$ cat config.mk
export PLATFORM = sky130hd
export DESIGN_NAME = caret_escape_decoder_top_flat
export DESIGN_NICKNAME = d
export VERILOG_FILES = /design/src/rtl/ced_pkg.sv /design/src/rtl/ced_if.sv /design/src/rtl/caret_escape_decoder_top.sv /design/src/rtl/ced_front.sv /design/src/rtl/ced_queue.sv /design/src/rtl/ced_back.sv /design/src/flat_wrapper.sv
export SDC_FILE = /design/constraint.sdc
export NUM_CORES = 1
export LEC_CHECK = 0
export BUFFER_PORTS_ARGS = -buffer_cell sky130_fd_sc_hd__buf_2
export CORE_AREA = 10 10 96 183
export DETAILED_ROUTE_END_ITERATION = 7
export DIE_AREA = 0 0 106 193
export SYNTH_ARGS = -nofsm -noshare
export SYNTH_HDL_FRONTEND = slang
export SYNTH_HIERARCHICAL = 1
export SYNTH_SLANG_ARGS = --single-unit
$ cat constraint.sdc
create_clock -name i_clk -period 3.3 [get_ports i_clk]
set_clock_uncertainty 0.1 [all_clocks]
set_input_delay 0.66 -clock i_clk [delete_from_list [all_inputs] [get_ports i_clk]]
set_output_delay 0.66 -clock i_clk [all_outputs]
set_load 0.01 [all_outputs]
$ cat src/rtl/ced_pkg.sv
package ced_pkg;

    localparam int BYTE_W     = 8;
    localparam int CMD_BYTES  = 3;
    localparam int CNT_W      = 2;
    localparam int QUEUE_DEPTH = 4;

    localparam logic [BYTE_W-1:0] CARET = 8'h5E;

    // One decoded group: up to three bytes, count of zero means nothing to send.
    typedef struct packed {
        logic [CNT_W-1:0]                  count;
        logic [CMD_BYTES-1:0][BYTE_W-1:0]  bytes;
    } t_cmd;

    function automatic logic f_is_hex(input logic [BYTE_W-1:0] ch);
        logic dec;
        logic alp;
        dec = (ch >= 8'h30) && (ch <= 8'h39);
        alp = (ch >= 8'h61) && (ch <= 8'h66);
        return dec || alp;
    endfunction

    function automatic logic [3:0] f_hex_val(input logic [BYTE_W-1:0] ch);
        logic [3:0] v;
        if (ch[6]) begin
            v = ch[3:0] + 4'd9;
        end else begin
            v = ch[3:0];
        end
        return v;
    endfunction

    // Add 64 below 64, subtract 64 otherwise: flip bit 6 of a 7-bit value.
    function automatic logic [BYTE_W-1:0] f_shift(input logic [6:0] ch);
        return {1'b0, ~ch[6], ch[5:0]};
    endfunction

endpackage

$ cat src/rtl/ced_if.sv
interface ced_in_if import ced_pkg::*; ();
    logic              valid;
    logic              ready;
    logic [BYTE_W-1:0] in_byte;
    logic              flush;

    modport source (output valid, output in_byte, output flush, input ready);
    modport sink   (input valid, input in_byte, input flush, output ready);
endinterface

interface ced_out_if import ced_pkg::*; ();
    logic              valid;
    logic              ready;
    logic [BYTE_W-1:0] out_byte;
    logic              last;

    modport source (output valid, output out_byte, output last, input ready);
    modport sink   (input valid, input out_byte, input last, output ready);
endinterface

$ cat src/rtl/caret_escape_decoder_top.sv
// Double-caret escape decoder. Each input word carries one byte or a flush
// marker; two carets and two lowercase hex digits collapse into that byte, two
// carets and a 7-bit byte give that byte with bit 6 flipped, a lone caret is
// kept ahead of the byte after it, and flush sends whatever is pending and
// returns to idle. Output words carry one byte each, with last set on the final
// byte caused by an input word; a word that causes nothing gives no output. The
// front stage classifies one input word per cycle while the queue has room and
// pushes a group of one to three bytes into a QUEUE_DEPTH-entry queue; the back
// stage sends one byte per cycle through a registered output while the receiver
// is ready. Input is taken every cycle while the queue has room, so sustained
// throughput is set by the single-byte output port.
module caret_escape_decoder_top import ced_pkg::*; #(
    parameter int QUEUE_DEPTH_P = QUEUE_DEPTH
) (
    input  logic      i_clk,
    input  logic      i_rst_n,
    ced_in_if.sink    i_in,
    ced_out_if.source o_out
);

    logic q_push;
    logic q_ready;
    logic q_pop;
    logic q_valid;
    t_cmd f_cmd;
    t_cmd q_cmd;

    // Front: track caret phase, build the byte group for each word.
    ced_front u_front (
        .i_clk     (i_clk),
        .i_rst_n   (i_rst_n),
        .i_in      (i_in),
        .i_q_ready (q_ready),
        .o_q_push  (q_push),
        .o_q_cmd   (f_cmd)
    );

    // Queue: decouple the classifier from the output drain.
    ced_queue #(
        .DEPTH (QUEUE_DEPTH_P)
    ) u_queue (
        .i_clk   (i_clk),
        .i_rst_n (i_rst_n),
        .i_push  (q_push),
        .i_cmd   (f_cmd),
        .o_ready (q_ready),
        .i_pop   (q_pop),
        .o_valid (q_valid),
        .o_cmd   (q_cmd)
    );

    // Back: send the queued bytes one word at a time.
    ced_back u_back (
        .i_clk     (i_clk),
        .i_rst_n   (i_rst_n),
        .i_q_valid (q_valid),
        .i_q_cmd   (q_cmd),
        .o_q_pop   (q_pop),
        .o_out     (o_out)
    );

`ifndef ASSERT_OFF
    // A queued group never holds zero bytes.
    a_group_nonempty: assert property (@(posedge i_clk) disable iff (!i_rst_n)
        q_valid |-> (q_cmd.count != 2'd0))
        else $error("empty byte group in queue");

    // A group enters the queue only with an accepted input word.
    a_push_on_accept: assert property (@(posedge i_clk) disable iff (!i_rst_n)
        q_push |-> (i_in.valid && i_in.ready))
        else $error("queue push without accepted input");

    // The drain pops a group only when loading its last byte into the output.
    a_pop_sets_last: assert property (@(posedge i_clk) disable iff (!i_rst_n)
        q_pop |=> (o_out.valid && o_out.last))
        else $error("group popped without last byte on output");
`endif

endmodule

$ cat src/rtl/ced_front.sv
module ced_front import ced_pkg::*; (
    input  logic  i_clk,
    input  logic  i_rst_n,
    ced_in_if.sink i_in,
    input  logic  i_q_ready,
    output logic  o_q_push,
    output t_cmd  o_q_cmd
);

    typedef enum logic [1:0] {
        PH_IDLE,
        PH_ONE,
        PH_TWO,
        PH_HELD
    } t_phase;

    t_phase     r_phase, n_phase;
    logic [6:0] r_held, n_held;
    t_cmd       cmd;
    logic       accept;
    logic       hex_pair;

    assign i_in.ready = i_q_ready;
    assign accept     = i_in.valid && i_in.ready;
    assign hex_pair   = f_is_hex({1'b0, r_held}) && f_is_hex(i_in.in_byte);

    always_comb begin
        n_phase = r_phase;
        n_held  = r_held;
        cmd     = '0;
        if (i_in.flush) begin
            case (r_phase)
                PH_ONE: begin
                    cmd.count    = 2'd1;
                    cmd.bytes[0] = CARET;
                end
                PH_TWO: begin
                    cmd.count    = 2'd2;
                    cmd.bytes[0] = CARET;
                    cmd.bytes[1] = CARET;
                end
                PH_HELD: begin
                    cmd.count    = 2'd1;
                    cmd.bytes[0] = f_shift(r_held);
                end
                default: begin
                    cmd.count = 2'd0;
                end
            endcase
            n_phase = PH_IDLE;
            n_held  = '0;
        end else begin
            case (r_phase)
                PH_IDLE: begin
                    if (i_in.in_byte == CARET) begin
                        n_phase = PH_ONE;
                    end else begin
                        cmd.count    = 2'd1;
                        cmd.bytes[0] = i_in.in_byte;
                    end
                end
                PH_ONE: begin
                    if (i_in.in_byte == CARET) begin
                        n_phase = PH_TWO;
                    end else begin
                        // lone caret: send it ahead of the byte
                        cmd.count    = 2'd2;
                        cmd.bytes[0] = CARET;
                        cmd.bytes[1] = i_in.in_byte;
                        n_phase      = PH_IDLE;
                    end
                end
                PH_TWO: begin
                    if (i_in.in_byte[7]) begin
                        cmd.count    = 2'd3;
                        cmd.bytes[0] = CARET;
                        cmd.bytes[1] = CARET;
                        cmd.bytes[2] = i_in.in_byte;
                        n_phase      = PH_IDLE;
                    end else begin
                        n_held  = i_in.in_byte[6:0];
                        n_phase = PH_HELD;
                    end
                end
                default: begin
                    if (hex_pair) begin
                        cmd.count    = 2'd1;
                        cmd.bytes[0] = {f_hex_val({1'b0, r_held}), f_hex_val(i_in.in_byte)};
                        n_phase      = PH_IDLE;
                    end else if (i_in.in_byte == CARET) begin
                        cmd.count    = 2'd1;
                        cmd.bytes[0] = f_shift(r_held);
                        n_phase      = PH_ONE;
                    end else begin
                        cmd.count    = 2'd2;
                        cmd.bytes[0] = f_shift(r_held);
                        cmd.bytes[1] = i_in.in_byte;
                        n_phase      = PH_IDLE;
                    end
                end
            endcase
        end
    end

    assign o_q_push = accept && (cmd.count != 2'd0);
    assign o_q_cmd  = cmd;

    always_ff @(posedge i_clk) begin
        if (!i_rst_n) begin
            r_phase <= PH_IDLE;
            r_held  <= '0;
        end else if (accept) begin
            r_phase <= n_phase;
            r_held  <= n_held;
        end
    end

endmodule

$ cat src/rtl/ced_queue.sv
module ced_queue import ced_pkg::*; #(
    parameter int DEPTH = QUEUE_DEPTH
) (
    input  logic i_clk,
    input  logic i_rst_n,
    input  logic i_push,
    input  t_cmd i_cmd,
    output logic o_ready,
    input  logic i_pop,
    output logic o_valid,
    output t_cmd o_cmd
);

    localparam int PTR_W = (DEPTH > 1) ? $clog2(DEPTH) : 1;
    localparam int FILL_W = $clog2(DEPTH + 1);

    t_cmd              r_slot [DEPTH];
    logic [PTR_W-1:0]  r_wr, r_rd;
    logic [FILL_W-1:0] r_fill;

    function automatic logic [PTR_W-1:0] f_wrap(input logic [PTR_W-1:0] p);
        return (p == PTR_W'(DEPTH - 1)) ? '0 : p + 1'b1;
    endfunction

    assign o_ready = (r_fill != FILL_W'(DEPTH));
    assign o_valid = (r_fill != '0);
    assign o_cmd   = r_slot[r_rd];

    always_ff @(posedge i_clk) begin
        if (i_push) begin
            r_slot[r_wr] <= i_cmd;
        end
    end

    always_ff @(posedge i_clk) begin
        if (!i_rst_n) begin
            r_wr   <= '0;
            r_rd   <= '0;
            r_fill <= '0;
        end else begin
            if (i_push) begin
                r_wr <= f_wrap(r_wr);
            end
            if (i_pop) begin
                r_rd <= f_wrap(r_rd);
            end
            if (i_push && !i_pop) begin
                r_fill <= r_fill + 1'b1;
            end else if (i_pop && !i_push) begin
                r_fill <= r_fill - 1'b1;
            end
        end
    end

endmodule

$ cat src/rtl/ced_back.sv
module ced_back import ced_pkg::*; (
    input  logic    i_clk,
    input  logic    i_rst_n,
    input  logic    i_q_valid,
    input  t_cmd    i_q_cmd,
    output logic    o_q_pop,
    ced_out_if.source o_out
);

    logic              r_valid;
    logic [BYTE_W-1:0] r_byte;
    logic              r_last;
    logic [CNT_W-1:0]  r_idx;
    logic              load;
    logic              fin;
    logic [BYTE_W-1:0] sel;

    assign load    = i_q_valid && (!r_valid || o_out.ready);
    assign fin     = (r_idx == i_q_cmd.count - 1'b1);
    assign o_q_pop = load && fin;

    always_comb begin
        case (r_idx)
            2'd1:    sel = i_q_cmd.bytes[1];
            2'd2:    sel = i_q_cmd.bytes[2];
            default: sel = i_q_cmd.bytes[0];
        endcase
    end

    always_ff @(posedge i_clk) begin
        if (!i_rst_n) begin
            r_valid <= 1'b0;
            r_idx   <= '0;
        end else begin
            if (load) begin
                r_valid <= 1'b1;
                r_idx   <= fin ? '0 : r_idx + 1'b1;
            end else if (o_out.ready) begin
                r_valid <= 1'b0;
            end
        end
    end

    always_ff @(posedge i_clk) begin
        if (load) begin
            r_byte <= sel;
            r_last <= fin;
        end
    end

    assign o_out.valid    = r_valid;
    assign o_out.out_byte = r_byte;
    assign o_out.last     = r_last;

endmodule

$ cat src/flat_wrapper.sv
// flat-port wrapper written by rule: the top's interface ports become plain ports
module caret_escape_decoder_top_flat import ced_pkg::*;
#(
    parameter int QUEUE_DEPTH_P = QUEUE_DEPTH
)
  (i_clk, i_rst_n, i_in_valid, i_in_in_byte, i_in_flush, i_in_ready, o_out_valid, o_out_out_byte, o_out_last, o_out_ready);
  ced_in_if i_in_i ();
  ced_out_if o_out_i ();
  input  logic i_clk;
  input  logic i_rst_n;
  input wire logic [$bits(i_in_i.valid)-1:0] i_in_valid;
  input wire logic [$bits(i_in_i.in_byte)-1:0] i_in_in_byte;
  input wire logic [$bits(i_in_i.flush)-1:0] i_in_flush;
  output wire logic [$bits(i_in_i.ready)-1:0] i_in_ready;
  output wire logic [$bits(o_out_i.valid)-1:0] o_out_valid;
  output wire logic [$bits(o_out_i.out_byte)-1:0] o_out_out_byte;
  output wire logic [$bits(o_out_i.last)-1:0] o_out_last;
  input wire logic [$bits(o_out_i.ready)-1:0] o_out_ready;
  assign i_in_i.valid = i_in_valid;
  assign i_in_i.in_byte = i_in_in_byte;
  assign i_in_i.flush = i_in_flush;
  assign i_in_ready = i_in_i.ready;
  assign o_out_valid = o_out_i.valid;
  assign o_out_out_byte = o_out_i.out_byte;
  assign o_out_last = o_out_i.last;
  assign o_out_i.ready = o_out_ready;
  caret_escape_decoder_top #(.QUEUE_DEPTH_P(QUEUE_DEPTH_P)) u_core (.i_clk(i_clk), .i_rst_n(i_rst_n), .i_in(i_in_i), .o_out(o_out_i));
endmodule
==> key figures <==
Synthesis
  – Mapped Area: 6200 um2
  – FFs w/ async S/R, synth: 0%
  – Top_reg_cell synth: edfxtp_1
  – Synthesized area per cell: 14.2 um2
  – Post-synthesis sequential area ratio: 61.5%
  – Number of synthesized flops with an enable pin: 113
  – Unique cell type count in the Yosys netlist: 60
  – Yosys reg bits: 134
  – Synth Warn #: 6
  – Post-synthesis cell count: 436
  – Top-area cell type share of the netlist area: 54.7%
  – Syn Nets: 470
  – Top post-synthesis cells by area: edfxtp_1 (55%), mux4_2 (7.3%), dfxtp_1 (6.8%)
  – Biggest area consumer among synthesized cells: edfxtp_1

STA
  – Slew Viols, Final: 0
  – FMAX: 0.336 GHz
  – Hold Violations, Final: 0
  – Setup TNS: 0 ps
  – Final setup vio count: 0
  – Fin crit share: about nine tenths
  – Worst slew pin tran: roughly 580 ps
  – Min cycle time layout: about 3000 ps
  – Slew HR: 61.2%
  – Unrepaired setup endpoints after global routing: no
  – Min Hold Slack: 405 ps

Global routing
  – Vias in the first global route: roughly 3800
  – Gr usage total: about an eighth
  – Largest net degree at the start of global routing: 27
  – Antenna violations before repair: 0
  – GRT Residual Overflow: 0
  – First-pass GRT wire length: 21200 um

Clock network
  – Post_cts resized: 0
  – CTS buffer count: 17
  – Hold-fix buffers, CTS: 0
  – Root buffer cell: clkbuf_16
  – CTS tree: done
  – CTS max path bufs: 2
  – H-tree Lvls: 4
  – Clock sinks: around 130
  – Clk_lat worst skew: 410 ps
  – CTS clk-pin slew, worst paths: 60 ps
  – Post-CTS Setup Inserts: 0

Drt
  – Vias per Instance: 5.40
  – M1 wire length: about 5400 um
  – DR pass1 iterations: 5
  – Met2 WL: 6850 um
  – Met3 routed WL: 502 um
  – Total vias in the final route: 3721
  – Post-route ant nets: 0
  – Iter 0 DRT Violations: 197
  – DRC: 0
  – Top Layer Used: met4
  – DR WL/cell: 18.8 um
  – DRT Wirelength: 13000 um

Critical path
  – WP data required: approximately 3500 ps
  – Largest stage delay, worst path: 520 ps
  – Critical path's most frequent cell: inv_1
  – Worst Path Buf+Inv: 2
  – CP Data Arrival Time: 3210 ps
  – Startpoint types: flop
  – Crit end category: flop
  – CP Cell Sequence: mux4_2 -> xnor2_1 -> mux2i_2 -> and2_1 -> inv_1 -> ha_1 -> inv_1 -> fa_1 -> xor2_1 -> or3_1 -> a21boi_0
  – CP max stage cell: mux4_2
  – Critical-path maximum fanout: 4
  – Crit-path leading delay family: multiplexers
  – Crit path kind: flop to flop

Floorplan
  – Area of the die: 20500 um2
  – Die X: 106 um
  – Initial core utilization: 42.3%
  – Die height: 193 um
  – IO Count: 24
  – Core Box Area: between 10000 and 15000 um2
  – Core Rows: 63

Final layout
  – Syn-to-layout area delta: 17.6%
  – Reg area: 3810 um2
  – Layout cells sized above 1: between 20 and 25%
  – Final Cell Area: between 7000 and 8000 um2
  – Fill count: 1298
  – Total Nets Final: between 500 and 600
  – Area of the multi-input gates: 2150 um2
  – Antenna diode count: 0

Min path
  – Hold Path Class: flop to flop

Placement
  – Global placement routability congestion: 0.887
  – Post-DP HPWL: 8550 um
  – Cell Area, Placed: 6680 um2
  – Number of port buffers: 23

Pwr
  – Worst vdd ir: 345 uV
  – Leakage: about 2.6 nW
  – P per Cell Area: a little under 700 nW/um2

Flow run
  – Max cap viols: 0

Outcome
  – Status: finished, final reports clean
==> sequential cells by signal, indices dropped and copies added, names as in the netlist, named ones only <==
name	count
u_core/u_back/o_out.last	1
u_core/u_back/o_out.out_byte	8
u_core/u_back/o_out.valid	1
u_core/u_back/r_idx	2
u_core/u_front/r_held	7
u_core/u_front/r_phase	2
u_core/u_queue/r_fill	3
u_core/u_queue/r_rd	2
u_core/u_queue/r_slot	104
u_core/u_queue/r_wr	2
==> cells by family (layout without fill, tap and decap cells) <==
kind of cell / count (synthesis) / after routing / synth area share (%)
adders and majority gates: 21 / 21 / 4.36
and+or+nand+nor: 105 / 105 / 9.18
buffers and inverters: 49 / 107 / 3.83
AOI/OAI and AO/OA: 81 / 81 / 8.21
muxes: 38 / 38 / 11.8
xor gates and xnor gates: 8 / 8 / 1.13
DFF: 134 / 134 / 61.5
==> area by class of cell <==
type                            count  area share, %
Clock buffer                       17           5.83
Clock inverter                     15           2.66
Inverter                           24           1.23
Multi-Input combinational cell    253           29.5
Sequential cell                   134           52.3
Tap cell                          195           3.34
Timing Repair Buffer               51           5.15
==> power by group <==
group,switching [mW],internal (mW),total [mW]
Sequential,0.0759,2.03,2.11
Combinational,0.533,0.436,0.969
Clock,0.752,1.21,1.96
Total,1.36,3.68,5.04
==> final timing paths <==
kind / start / endpoint / slack (ps) / cells after the start
max: flop / u_core/u_queue/r_fill[2]$_SDFFE_PN0P_ / 330 / 11
min: u_core/u_front/r_phase[1]$_SDFFE_PN0P_ / u_core/u_front/r_phase[1]$_SDFFE_PN0P_ / 400 / 2
max reg2reg: flop / u_core/u_queue/r_fill[2]$_SDFFE_PN0P_ / 330 / 11
min reg2reg: u_core/u_front/r_phase[1]$_SDFFE_PN0P_ / u_core/u_front/r_phase[1]$_SDFFE_PN0P_ / 400 / 2
==> tightest hold or removal path, stage by stage (launching register included) <==
cell	delay, ps
dfxtp_1	340
nand2_1	70
a21boi_1	50
==> synth_stat cells (4+ instances only) <==
master    instances
a22oi_1           9
nand3_1           4
mux4_1            6
mux2i_1          11
xnor2_1           5
buf_2             4
nor3_1           18
dfxtp_1          21
and2_1            7
mux4_2           20
nand2_1          24
nand2b_1          4
ha_1             20
edfxtp_1        113
clkbuf_1         15
nor2_1           13
nor2b_1          15
inv_1            24
o21ai_0          23
a21oi_1          22
==> per-layer routing <==
metal	up-vias	GRT usage [%]
met5	-	0
met4	0	4.19
met3	18	3.16
met2	98	23.1
met1	1848	15.9
li1	1757	-
==> layout by cell type (no fill, tap or decap), drive strengths merged, types with 4 or more instances in the layout <==
master and count:
edfxtp 113, buf 51, inv 30, mux4 26, nand2 24, o21ai 24, a21oi 22, dfxtp 21
ha 20, nor3 18, clkbuf 17, nor2b 15, nor2 13, mux2i 12, a22oi 9, and2 7
xnor2 5, clkinvlp 4, nand2b 4, nand3 4, a21boi 4, and3 4
==> per-stage QoR <==
step | util [%] | total power [mW] | setup slack (ps) | std cells
6_report | 49.8 | 5.04 | 326 | 689
5_1_grt | 49.8 | 5.29 | 171 | 689
4_1_cts | 49.8 | 5.11 | 301 | 689
3_5_place_dp | 45.5 | 3.14 | 13.2 | 657
3_3_place_gp | 45.5 | 3.12 | 59.8 | 657
2_1_floorplan | - | 2.84 | 90.5 | 436
No activity file was read; power rests on OpenSTA's default activity.
